### src/design/alc_pkg.sv
`timescale 1ns / 1ps

package alc_pkg;

    localparam int BUFFER_DEPTH = 256;
    localparam int CHUNK_SIZE   = 128;

    localparam int SAMPLE_W = 8;
    localparam int LEVEL_W  = 12;
    localparam int LEVEL_MAX = 4080;

    localparam int CNT_W   = $clog2(BUFFER_DEPTH + 1);
    localparam int ADDR_W  = (BUFFER_DEPTH > 1) ? $clog2(BUFFER_DEPTH) : 1;
    localparam int CHUNK_W = (CHUNK_SIZE > 1) ? $clog2(CHUNK_SIZE) : 1;
    localparam int ACC_W   = CNT_W + SAMPLE_W + 1;
    localparam int DIV_W   = ACC_W + 4;
    localparam int STEP_W  = $clog2(DIV_W);
    localparam int MEAN_W  = SAMPLE_W + 1;
    localparam int DIFF_W  = SAMPLE_W + 2;

    localparam logic OP_SAMPLE = 1'b0;
    localparam logic OP_FLUSH  = 1'b1;

    typedef enum logic [4:0] {
        S_IDLE = 5'b00001,
        S_SUM  = 5'b00010,
        S_DIV1 = 5'b00100,
        S_DEV  = 5'b01000,
        S_DIV2 = 5'b10000
    } t_state;

endpackage

### src/design/audio_level_and_chunker_unit.sv
`timescale 1ns / 1ps

// Audio level meter and chunker.
// Items enter on start while busy is low: i_op selects a sample or a flush, with
// i_sample and i_buffer_last. The recording enable is written on the cfg channel
// (i_cfg_valid, o_cfg_ready, i_cfg_data) while the block is idle.
// Each result is shown for exactly one cycle, marked by o_result_strobe; the
// receiver cannot stall it, so it must take every result when it is shown.
// A sample that is not the last of its buffer, and a flush, leave busy low:
// the result appears in the cycle after the transaction, and the next
// item can be taken at once, so one item per cycle is sustained.
// The last sample of a buffer starts the level measurement, which holds busy
// high until the level is shown. Two passes read the n stored samples (n up
// to 256) from the sample memory one entry per cycle (sum, then absolute
// deviation), each followed by one division through the shared restoring
// divider of DIV_W = 22 steps.
// Reset clears the counts, the enable and the sequencer; the sample memory
// needs no clearing since only entries written in the current buffer are read.
module audio_level_and_chunker_unit (
    input  logic                          i_clk,
    input  logic                          i_rst_n,
    input  logic                          start,
    output logic                          busy,
    input  logic                          i_op,
    input  logic [alc_pkg::SAMPLE_W-1:0]  i_sample,
    input  logic                          i_buffer_last,
    input  logic                          i_cfg_valid,
    output logic                          o_cfg_ready,
    input  logic                          i_cfg_data,
    output logic                          o_result_strobe,
    output logic                          o_data_valid,
    output logic [alc_pkg::SAMPLE_W-1:0]  o_data_byte,
    output logic                          o_chunk_end,
    output logic                          o_level_valid,
    output logic [alc_pkg::LEVEL_W-1:0]   o_level,
    output logic                          o_level_overflow
);

    alc_pkg::t_state r_state;

    logic [alc_pkg::SAMPLE_W-1:0] r_mem [alc_pkg::BUFFER_DEPTH];
    logic [alc_pkg::SAMPLE_W-1:0] r_mem_q;

    logic                         r_rec_en;
    logic [alc_pkg::CNT_W-1:0]    r_count;
    logic [alc_pkg::CHUNK_W-1:0]  r_chunk_fill;
    logic                         r_ovf_seen;
    logic                         r_ovf_out;
    logic [alc_pkg::CNT_W-1:0]    r_n;
    logic [alc_pkg::CNT_W-1:0]    r_idx;
    logic                         r_pend;
    logic signed [alc_pkg::ACC_W-1:0] r_acc;
    logic                         r_neg;
    logic signed [alc_pkg::MEAN_W-1:0] r_mean;
    logic [alc_pkg::CNT_W-1:0]    r_rem;
    logic [alc_pkg::DIV_W-1:0]    r_quo;
    logic [alc_pkg::STEP_W-1:0]   r_step;

    logic                         accept;
    logic                         sample_go;
    logic                         can_store;
    logic [alc_pkg::CHUNK_W:0]    fill_inc;
    logic                         chunk_full;
    logic                         rd_en;
    logic signed [alc_pkg::ACC_W-1:0] x_ext;
    logic signed [alc_pkg::DIFF_W-1:0] diff;
    logic [alc_pkg::DIFF_W-1:0]   diff_abs;
    logic [alc_pkg::ACC_W-1:0]    acc_abs;
    logic [alc_pkg::CNT_W:0]      rem_sh;
    logic                         rem_ge;
    logic [alc_pkg::CNT_W:0]      rem_nx;
    logic [alc_pkg::DIV_W-1:0]    quo_nx;
    logic                         div_last;
    logic [alc_pkg::MEAN_W-1:0]   mean_mag;

    assign busy        = (r_state != alc_pkg::S_IDLE);
    assign o_cfg_ready = ~busy;
    assign accept      = start & ~busy;
    assign sample_go   = accept & (i_op == alc_pkg::OP_SAMPLE) & r_rec_en;
    assign can_store   = (r_count < alc_pkg::CNT_W'(alc_pkg::BUFFER_DEPTH));
    assign fill_inc    = {1'b0, r_chunk_fill} + 1'b1;
    assign chunk_full  = (fill_inc >= (alc_pkg::CHUNK_W + 1)'(alc_pkg::CHUNK_SIZE));

    assign rd_en    = (r_state == alc_pkg::S_SUM || r_state == alc_pkg::S_DEV) && (r_idx < r_n);
    assign x_ext    = alc_pkg::ACC_W'($signed(r_mem_q));
    assign diff     = alc_pkg::DIFF_W'($signed(r_mem_q)) - alc_pkg::DIFF_W'(r_mean);
    assign diff_abs = diff[alc_pkg::DIFF_W-1] ? alc_pkg::DIFF_W'(-diff) : alc_pkg::DIFF_W'(diff);
    assign acc_abs  = r_acc[alc_pkg::ACC_W-1] ? alc_pkg::ACC_W'(-r_acc) : alc_pkg::ACC_W'(r_acc);

    assign rem_sh   = {r_rem, r_quo[alc_pkg::DIV_W-1]};
    assign rem_ge   = (rem_sh >= {1'b0, r_n});
    assign rem_nx   = rem_ge ? (rem_sh - {1'b0, r_n}) : rem_sh;
    assign quo_nx   = {r_quo[alc_pkg::DIV_W-2:0], rem_ge};
    assign div_last = (r_step == alc_pkg::STEP_W'(alc_pkg::DIV_W - 1));
    assign mean_mag = quo_nx[alc_pkg::MEAN_W-1:0];

    always_ff @(posedge i_clk) begin
        if (sample_go && can_store) begin
            r_mem[r_count[alc_pkg::ADDR_W-1:0]] <= i_sample;
        end
        if (rd_en) begin
            r_mem_q <= r_mem[r_idx[alc_pkg::ADDR_W-1:0]];
        end
    end

    always_ff @(posedge i_clk) begin
        if (!i_rst_n) begin
            r_state         <= alc_pkg::S_IDLE;
            r_rec_en        <= 1'b0;
            r_count         <= '0;
            r_chunk_fill    <= '0;
            r_ovf_seen      <= 1'b0;
            r_pend          <= 1'b0;
            o_result_strobe <= 1'b0;
        end else begin
            o_result_strobe <= 1'b0;
            if (i_cfg_valid && o_cfg_ready) begin
                r_rec_en <= i_cfg_data;
            end
            case (r_state)
                alc_pkg::S_IDLE: begin
                    if (accept && i_op == alc_pkg::OP_FLUSH) begin
                        if (r_chunk_fill != '0) begin
                            r_chunk_fill     <= '0;
                            o_result_strobe  <= 1'b1;
                            o_data_valid     <= 1'b0;
                            o_data_byte      <= '0;
                            o_chunk_end      <= 1'b1;
                            o_level_valid    <= 1'b0;
                            o_level          <= '0;
                            o_level_overflow <= 1'b0;
                        end
                    end else if (sample_go) begin
                        o_data_valid     <= 1'b1;
                        o_data_byte      <= i_sample;
                        o_chunk_end      <= chunk_full;
                        o_level_valid    <= 1'b0;
                        o_level          <= '0;
                        o_level_overflow <= 1'b0;
                        r_chunk_fill     <= chunk_full ? '0 : fill_inc[alc_pkg::CHUNK_W-1:0];
                        if (i_buffer_last) begin
                            r_n        <= can_store ? (r_count + 1'b1) : r_count;
                            r_ovf_out  <= r_ovf_seen | ~can_store;
                            r_count    <= '0;
                            r_ovf_seen <= 1'b0;
                            r_idx      <= '0;
                            r_pend     <= 1'b0;
                            r_acc      <= '0;
                            r_state    <= alc_pkg::S_SUM;
                        end else begin
                            o_result_strobe <= 1'b1;
                            if (can_store) begin
                                r_count <= r_count + 1'b1;
                            end else begin
                                r_ovf_seen <= 1'b1;
                            end
                        end
                    end
                end
                alc_pkg::S_SUM, alc_pkg::S_DEV: begin
                    r_pend <= rd_en;
                    if (rd_en) begin
                        r_idx <= r_idx + 1'b1;
                    end
                    if (r_pend) begin
                        r_acc <= (r_state == alc_pkg::S_SUM) ? (r_acc + x_ext)
                                 : (r_acc + alc_pkg::ACC_W'(diff_abs));
                    end
                    if (!rd_en && !r_pend) begin
                        r_rem  <= '0;
                        r_step <= '0;
                        if (r_state == alc_pkg::S_SUM) begin
                            r_neg   <= r_acc[alc_pkg::ACC_W-1];
                            r_quo   <= alc_pkg::DIV_W'(acc_abs);
                            r_state <= alc_pkg::S_DIV1;
                        end else begin
                            r_quo   <= alc_pkg::DIV_W'(acc_abs) << 4;
                            r_state <= alc_pkg::S_DIV2;
                        end
                    end
                end
                alc_pkg::S_DIV1, alc_pkg::S_DIV2: begin
                    r_rem  <= rem_nx[alc_pkg::CNT_W-1:0];
                    r_quo  <= quo_nx;
                    r_step <= r_step + 1'b1;
                    if (div_last) begin
                        if (r_state == alc_pkg::S_DIV1) begin
                            r_mean  <= r_neg ? $signed(-mean_mag) : $signed(mean_mag);
                            r_idx   <= '0;
                            r_pend  <= 1'b0;
                            r_acc   <= '0;
                            r_state <= alc_pkg::S_DEV;
                        end else begin
                            o_result_strobe  <= 1'b1;
                            o_level_valid    <= 1'b1;
                            o_level          <= (quo_nx > alc_pkg::DIV_W'(alc_pkg::LEVEL_MAX))
                                                ? alc_pkg::LEVEL_W'(alc_pkg::LEVEL_MAX)
                                                : quo_nx[alc_pkg::LEVEL_W-1:0];
                            o_level_overflow <= r_ovf_out;
                            r_state          <= alc_pkg::S_IDLE;
                        end
                    end
                end
                default: begin
                    r_state <= alc_pkg::S_IDLE;
                end
            endcase
        end
    end

    a_state_onehot: assert property (@(posedge i_clk) disable iff (!i_rst_n)
        $onehot(r_state))
        else $error("Sequencer state is not one-hot.");

    a_level_with_data: assert property (@(posedge i_clk) disable iff (!i_rst_n)
        (o_result_strobe && o_level_valid) |-> o_data_valid)
        else $error("Level reported without a forwarded sample.");

    a_level_range: assert property (@(posedge i_clk) disable iff (!i_rst_n)
        (o_result_strobe && o_level_valid) |-> (o_level <= alc_pkg::LEVEL_W'(alc_pkg::LEVEL_MAX)))
        else $error("Level exceeds its saturation limit.");

    a_empty_flush: assert property (@(posedge i_clk) disable iff (!i_rst_n)
        (accept && i_op == alc_pkg::OP_FLUSH && r_chunk_fill == '0) |=> !o_result_strobe)
        else $error("Flush of an empty chunk produced a transaction.");

endmodule

### config.mk
export PLATFORM = sky130hd
export DESIGN_NAME = audio_level_and_chunker_unit
export DESIGN_NICKNAME = d
export VERILOG_FILES = /design/src/design/alc_pkg.sv /design/src/design/audio_level_and_chunker_unit.sv
export SDC_FILE = /design/constraint.sdc
export NUM_CORES = 2
export LEC_CHECK = 0
export ABC_CLOCK_PERIOD_IN_PS = 12000
export BUFFER_PORTS_ARGS = -buffer_cell sky130_fd_sc_hd__buf_2
export CAP_MARGIN = 10
export CORE_ASPECT_RATIO = 0.75
export CORE_UTILIZATION = 57
export CTS_CLUSTER_DIAMETER = 60
export DETAILED_ROUTE_END_ITERATION = 10
export GPL_TIMING_DRIVEN = 0
export PLACE_DENSITY = 0.73
export SETUP_SLACK_MARGIN = 0.2
export SYNTH_ARGS = -nofsm -noshare
export SYNTH_HDL_FRONTEND = slang
export SYNTH_SLANG_ARGS = --single-unit
export TNS_END_PERCENT = 10
### constraint.sdc
create_clock -name i_clk -period 12 [get_ports i_clk]
set_input_delay 0.6 -clock i_clk [delete_from_list [all_inputs] [get_ports i_clk]]
set_output_delay 0.6 -clock i_clk [all_outputs]
set_load 0.01 [all_outputs]
### After elaboration in Yosys (flattened, before gate mapping)

Memories as Yosys holds them, arrays and structs flattened. A register that Yosys moved wholly into a read port is not among the register bits.
Index checks and enable logic that the tools add are counted.

| cells by class | value |
|---|---|
| add/sub/neg operators | 11 |
| $lt $le $gt $ge | 5 |
| eq/ne operators | 20 |
| mux-type cells | 81 |
| bitwise operators | 8 |
| reductions and logical operators | 28 |

Operators by type and width:

| operator | count |
|---|---|
| $mux 18 | 8 |
| $mux 9 | 11 |
| $mux 12 | 6 |
| $pmux 18 s3 | 1 |
| $mux 22 | 2 |
| $pmux 22 s2 | 1 |
| $mux 5 | 7 |
| $mux 7 | 4 |
| $mux 1 | 27 |
| $pmux 9 s3 | 1 |
| $mux 8 | 3 |
| $pmux 12 s2 | 1 |
| $gt 22x12->1 const B | 1 |
| $ne 2x2->1 const B | 10 |
| $add 18x10->18 | 1 |
| $add 18x18->18 | 1 |
| $add 9x1->9 const B | 2 |
| $neg 18->18 | 1 |
| $pmux 9 s2 | 1 |
| $reduce_and 4->1 | 4 |
| $reduce_and 8->1 | 2 |
| $pmux 5 s3 | 1 |
| $reduce_and 6->1 | 2 |
| $eq 5x5->1 const B | 2 |
| other kinds (34) | 53 |

| word-level totals | value |
|---|---|
| bits in registers | 132 |
| RAM bits | 2048 |
| output and inout port bits | 27 |
| memories kept | 1 |

Memory list:

| name | depth | bits a word | read ports | clocked after Yosys merged registers in | wr ports | RTL line | RTL |
|---|---|---|---|---|---|---|---|
| r_mem | 256 | 8 | 1 | 1 | 1 | audio_level_and_chunker_unit.sv:41 | `logic [alc_pkg::SAMPLE_W-1:0] r_mem [alc_pkg::BUFFER_DEPTH];` |

### Depth between registers and ports, before layout

| depth | value |
|---|---|
| depth after elaboration | 8 |
| gate-level depth with buffers | 20 |

### Worst setup path after synthesis

OpenSTA, ideal clock, no wires.

| timing | value |
|---|---|
| path type | register to register |
| start | register r_mem_q[1] (netlist bit) (read register of r_mem) |
| end | register r_acc[16] (netlist bit), data pin |
| data arrival time | 4.416 ns |
| required time | 11.734 ns |
| slack | 7.318 ns |
| stages on the path, launching flop included | 19 |
| path buffers | 1 |
| clock period less this slack | 4.682 ns |
| path through | edfxtp_1 ha_1 nor2b_1 o31a_1 o31a_1 o22a_1 a31o_2 clkbuf_1 mux2i_1 o21ai_0 fa_1 a21o_1 a21oi_1 o21ai_0 o41ai_1 o311ai_0 a311oi_1 xor2_1 nor2_1 |

| between the ends | value |
|---|---|
| longest elaborated chain between the ends | 7 |
| elaborated cells between the ends (all ways) | 8 |
| classes of those cells | add/sub (4); mux (4) |

Ends and longest elaborated chain:

| what | RTL line | RTL |
|---|---|---|
| start, declared | audio_level_and_chunker_unit.sv:42 | `logic [alc_pkg::SAMPLE_W-1:0] r_mem_q;` |
| $sub 8x9->10 | audio_level_and_chunker_unit.sv:86 | `assign diff = alc_pkg::DIFF_W'($signed(r_mem_q)) - alc_pkg::DIFF_W'(r_mean);` |
| $neg 10->10 | audio_level_and_chunker_unit.sv:87 | `assign diff_abs = diff[alc_pkg::DIFF_W-1] ? alc_pkg::DIFF_W'(-diff) : alc_pkg::DIFF_W'(diff);` |
| $mux 10 | audio_level_and_chunker_unit.sv:87 |  |
| $add 18x10->18 | audio_level_and_chunker_unit.sv:167 | `: (r_acc + alc_pkg::ACC_W'(diff_abs));` |
| $mux 18 (*) | audio_level_and_chunker_unit.sv:166 | `r_acc <= (r_state == alc_pkg::S_SUM) ? (r_acc + x_ext)` |
| $mux 18 (*) | audio_level_and_chunker_unit.sv:165 | `if (r_pend) begin` |
| $pmux 18 s3 (*) | audio_level_and_chunker_unit.sv:120 | `case (r_state)` |
| end signal, assigned | audio_level_and_chunker_unit.sv:166 |  |
| end, declared | audio_level_and_chunker_unit.sv:52 | `logic signed [alc_pkg::ACC_W-1:0] r_acc;` |

Mark *: on every way between the ends. The rest lies on a longest branch, timed or not. The select of a mux whose other input is x is not followed.
A chain may end at the register's enable or synchronous reset.

### Worst setup path after layout

| timing | value |
|---|---|
| start | register r_idx[1] (netlist bit) |
| end | register r_mem_q[0] (netlist bit) (read register of r_mem), data pin |

| between the ends | value |
|---|---|
| longest elaborated chain between the ends | 2 |

Ends and longest elaborated chain:

| what | RTL line | RTL |
|---|---|---|
| start, declared | audio_level_and_chunker_unit.sv:50 | `logic [alc_pkg::CNT_W-1:0] r_idx;` |
| start signal, assigned | audio_level_and_chunker_unit.sv:163 | `r_idx <= r_idx + 1'b1;` |
| $lt 9x9->1 | audio_level_and_chunker_unit.sv:84 | `assign rd_en = (r_state == alc_pkg::S_SUM \|\| r_state == alc_pkg::S_DEV) && (r_idx < r_n);` |
| $logic_and 1x1->1 | audio_level_and_chunker_unit.sv:84 |  |

Parallel ways exist; a longest one is shown, timed or not.

==> impl_metrics.csv <==
group,metric,value,unit
floorplan,die_height,342,µm
floorplan,num_ports,42,
global_routing,number_of_antenna_violations_at_the_first_check_in_global_routing,30,
power_and_ir_drop,power.density,158,mW/mm²
hold_path,hp-class,"input port to register",
floorplan,placeableCoreArea,0.153,mm²
logic_synthesis,synth.cells.most_frequent,"2163 x edfxtp_1, 528 x mux4_2, 395 x nor2_1",
timing,maxClockFrequency,146,MHz
logic_synthesis,synthDistinctLibCells,69,
drt,detailedRoute.firstPassIterationCount,7,
global_routing,via_count_of_the_first_global_routing_pass,47500,
placement,detailed_place.area,0.0915,mm²
power_and_ir_drop,leakagePower,0.0308,µW
logic_synthesis,synth_area_per_inst,19.7,µm²
logic_synthesis,postSynthNetCount,4523,
logic_synthesis,post-synth-top-count-cell,"edfxtp_1",
logic_synthesis,yosys-top-cells-area,"edfxtp_1 74%, mux4_2 14%, nor2_1 1.7%, mux2i_1 1.5%, ha_1 0.78%",
drt,drt-vias-per-instance,7.54,
critical_path,critPathArrivalTime,7.47,ns
timing,finalSetupViolCount,0,
logic_synthesis,ys_async_sr_fraction,0,%
logic_synthesis,syn_area,0.0878,mm²
logic_synthesis,number_of_cells_produced_by_synthesis,4450,
logic_synthesis,synth-main-ff-cell,"edfxtp_1",
critical_path,reg2regPathDepth,11,
timing,max_slew_margin,-4.10,%
cells_and_area,area.growth.synth_to_final,11.6,%
logic_synthesis,ys_seq_area_share,74.6,%
critical_path,required,12.60,ns
drt,post_drt_wl_per_cell,45.9,µm
global_routing,grt_overflow,0,
logic_synthesis,synth.top_cell.area_share,74.0,%
cells_and_area,drive_above_1_share,21.5,%
floorplan,placementRows,124,
timing,timing.final.hold_violations,0,
power_and_ir_drop,max-vdd-ir-drop,163,µV
cts,numCtsBuffers,196,
critical_path,timing.rr.start,"r_idx[1]",
timing,final_period_demand_of_the_worst_path,6.87,ns
global_routing,gr-usage-all-layers,41.2,%
hold_path,min_delay_path_depth,4,
cts,clock_insertion_delay_worst_skew,0.87,ns
cts,cts.path.max_buffers,3,
cts,clock_sink_count,2188,
hold_path,holdPathEnd,"r_rec_en",
floorplan,die_boundary_width,455,µm
drt,detailroute.via_count,52300,
cts,root_buffer,"clkbuf_16",
cts,cts_resized,0,
logic_synthesis,yosysWarnings,0,
logic_synthesis,number_of_enable_type_register_cells_in_the_synthesized_netlist,2163,
run,max_cap_violations,2,
critical_path,cp-start-kind,"register",
status,violations,"capacitance limit, slew limit",
floorplan,starting_density_of_the_core,57.5,%
floorplan,floorplan.die_area,0.156,mm²
drt,antenna_left,0,
timing,final_min_period_over_clock_period,57.3,%
drt,dr.first_iter.drc_count,11500,
critical_path,worstSetupPathType,"register to register",
cts,cts_tree,"yes",
cells_and_area,postLayoutCellArea,0.0980,mm²
global_routing,grt_first_pass_wirelength,418,mm
cts,cts_h_tree_lvls,4,
timing,worst_pin_slew,1.56,ns
critical_path,worst_r2r_endpoint,"r_mem_q[0]",
logic_synthesis,synth_area_leader_cell,"edfxtp_1",
timing,setup-tns-final,0,ns
critical_path,r2r_setup_slack,5.13,ns
global_routing,grt_max_degree,165,
timing,finClkSkew,0.0313,ns
cts,clkTransAtPathRegs,0.07,ns
placement,hpwl,208,mm
critical_path,crit_path_max_fanout,10,
hold_path,worst_hold_startpoint,"i_cfg_valid",
status,result_of_the_run,"finished with violations",
timing,grt_setup_unrepaired,"no",
cells_and_area,layout.core_utilization,64.2,%
critical_path,cp_capture_type,"register",
logic_synthesis,synth.ff_latch_count,2188,
placement,numPortBuffers,40,
placement,place_congestion,1.07,
timing,fin_max_slew_vios,12,
drt,wl,318,mm
cells_and_area,num-nets-final,4811,
drt,drc,0,
[where the power goes]
group	switching [µW]	internal (µW)
Combinational	479	172
Clock	2950	3430
Sequential	7.63	8400
[area by class of cell]
cell class              count  area (µm²)
diodes                     20        50.0
fillers                 10200       54700
inverters                  52         195
clock buffers             235        5080
well taps                2016        2520
repair buffers             90        1260
clock inverters           126        1240
multi-input cells        1966       20900
plain buffers             244        1350
flip-flops and latches   2188       65500
[cell usage in the layout (no fill, tap or decap), drive strengths merged, types with 20 or more instances in the layout]
cell and count:
edfxtp 2163, mux4 528, nor2 395, clkbuf 360
buf 206, nand2 132, mux2i 132, clkinv 93
a21oi 86, o21ai 78, inv 60, ha 55
a22oi 51, xnor2 46, nand3 44, nor2b 35
xor2 34, a221oi 32, nor3 27, dfxtp 25
and2 24, nand2b 22, diode 20, nand4 20
[registers in the layout, summed over array words and instances, names as in the netlist, 7 cells and up]
signal and flops:
r_idx 9, r_rem 9, r_mem_q 8, r_count 9, r_acc 18, r_chunk_fill 7, r_n 9, r_quo 22
r_mem 2048, o_data_byte 8, r_mean 9, o_level 12
[worst max-delay path: stages, from the launching register on]
cell and delay (ns):
edfxtp_1 0.44, buf_2 0.59, buf_4 0.44, buf_2 0.67, buf_2 0.75, buf_2 0.57
buf_2 0.65, mux4_2 0.35, mux2i_1 0.12, o21ai_0 1.09, nand4b_1 0.23, o211ai_1 0.54
[worst max path at each step]
stage | start | to | slack (ns) | depth (start not counted)
floorplan | r_mem_q[1] | r_acc[16] | 7.32 | 18
global placement | r_idx[2] | r_mem_q[4] | 4.36 | 9
finish | r_idx[1] | r_mem_q[0] | 5.13 | 11
detailed placement | r_idx[1] | r_mem_q[1] | 5.85 | 10
global route | r_idx[1] | r_mem_q[1] | 5.64 | 10
CTS | r_idx[3] | r_mem_q[0] | 5.83 | 9
[through the flow]
stage	worst slack, ns	power, µW	cells	hold WS (ns)
CTS	5.83	15300	6912	0.00748
floorplan	7.32	8800	4450	0.424
global placement	4.36	9170	6506	0.433
finish	5.13	15400	6937	0.0444
global route	5.64	15600	6920	0.0694
detailed placement	5.85	9170	6549	0.457
[cell families after synthesis]
kind of cell	Yosys count	synth area share, %
AOI/OAI and AO/OA	413	3.18
xor gates and xnor gates	80	0.798
adders and majority gates	58	0.852
buffers and inverters	296	1.71
DFF	2188	74.6
muxes	664	15.1
and+or+nand+nor	751	3.81
[metal layers]
layer / GRT usage [%] / up-vias / routed length (µm)
li1: - / 18800 / -
met1: 56.2 / 26900 / 110000
met2: 52.0 / 5487 / 124000
met3: 23.8 / 1047 / 63700
met4: 20.9 / 36 / 19600
met5: 2.60 / - / 891
[what timing repair did]
action,in CTS,in global routing
buffers inserted,0,0
hold endpoints to repair,1,0
hold buffers,2,0
endpoints found under the setup margin,0,0
Note: power is estimated with default switching activity, not from simulation.
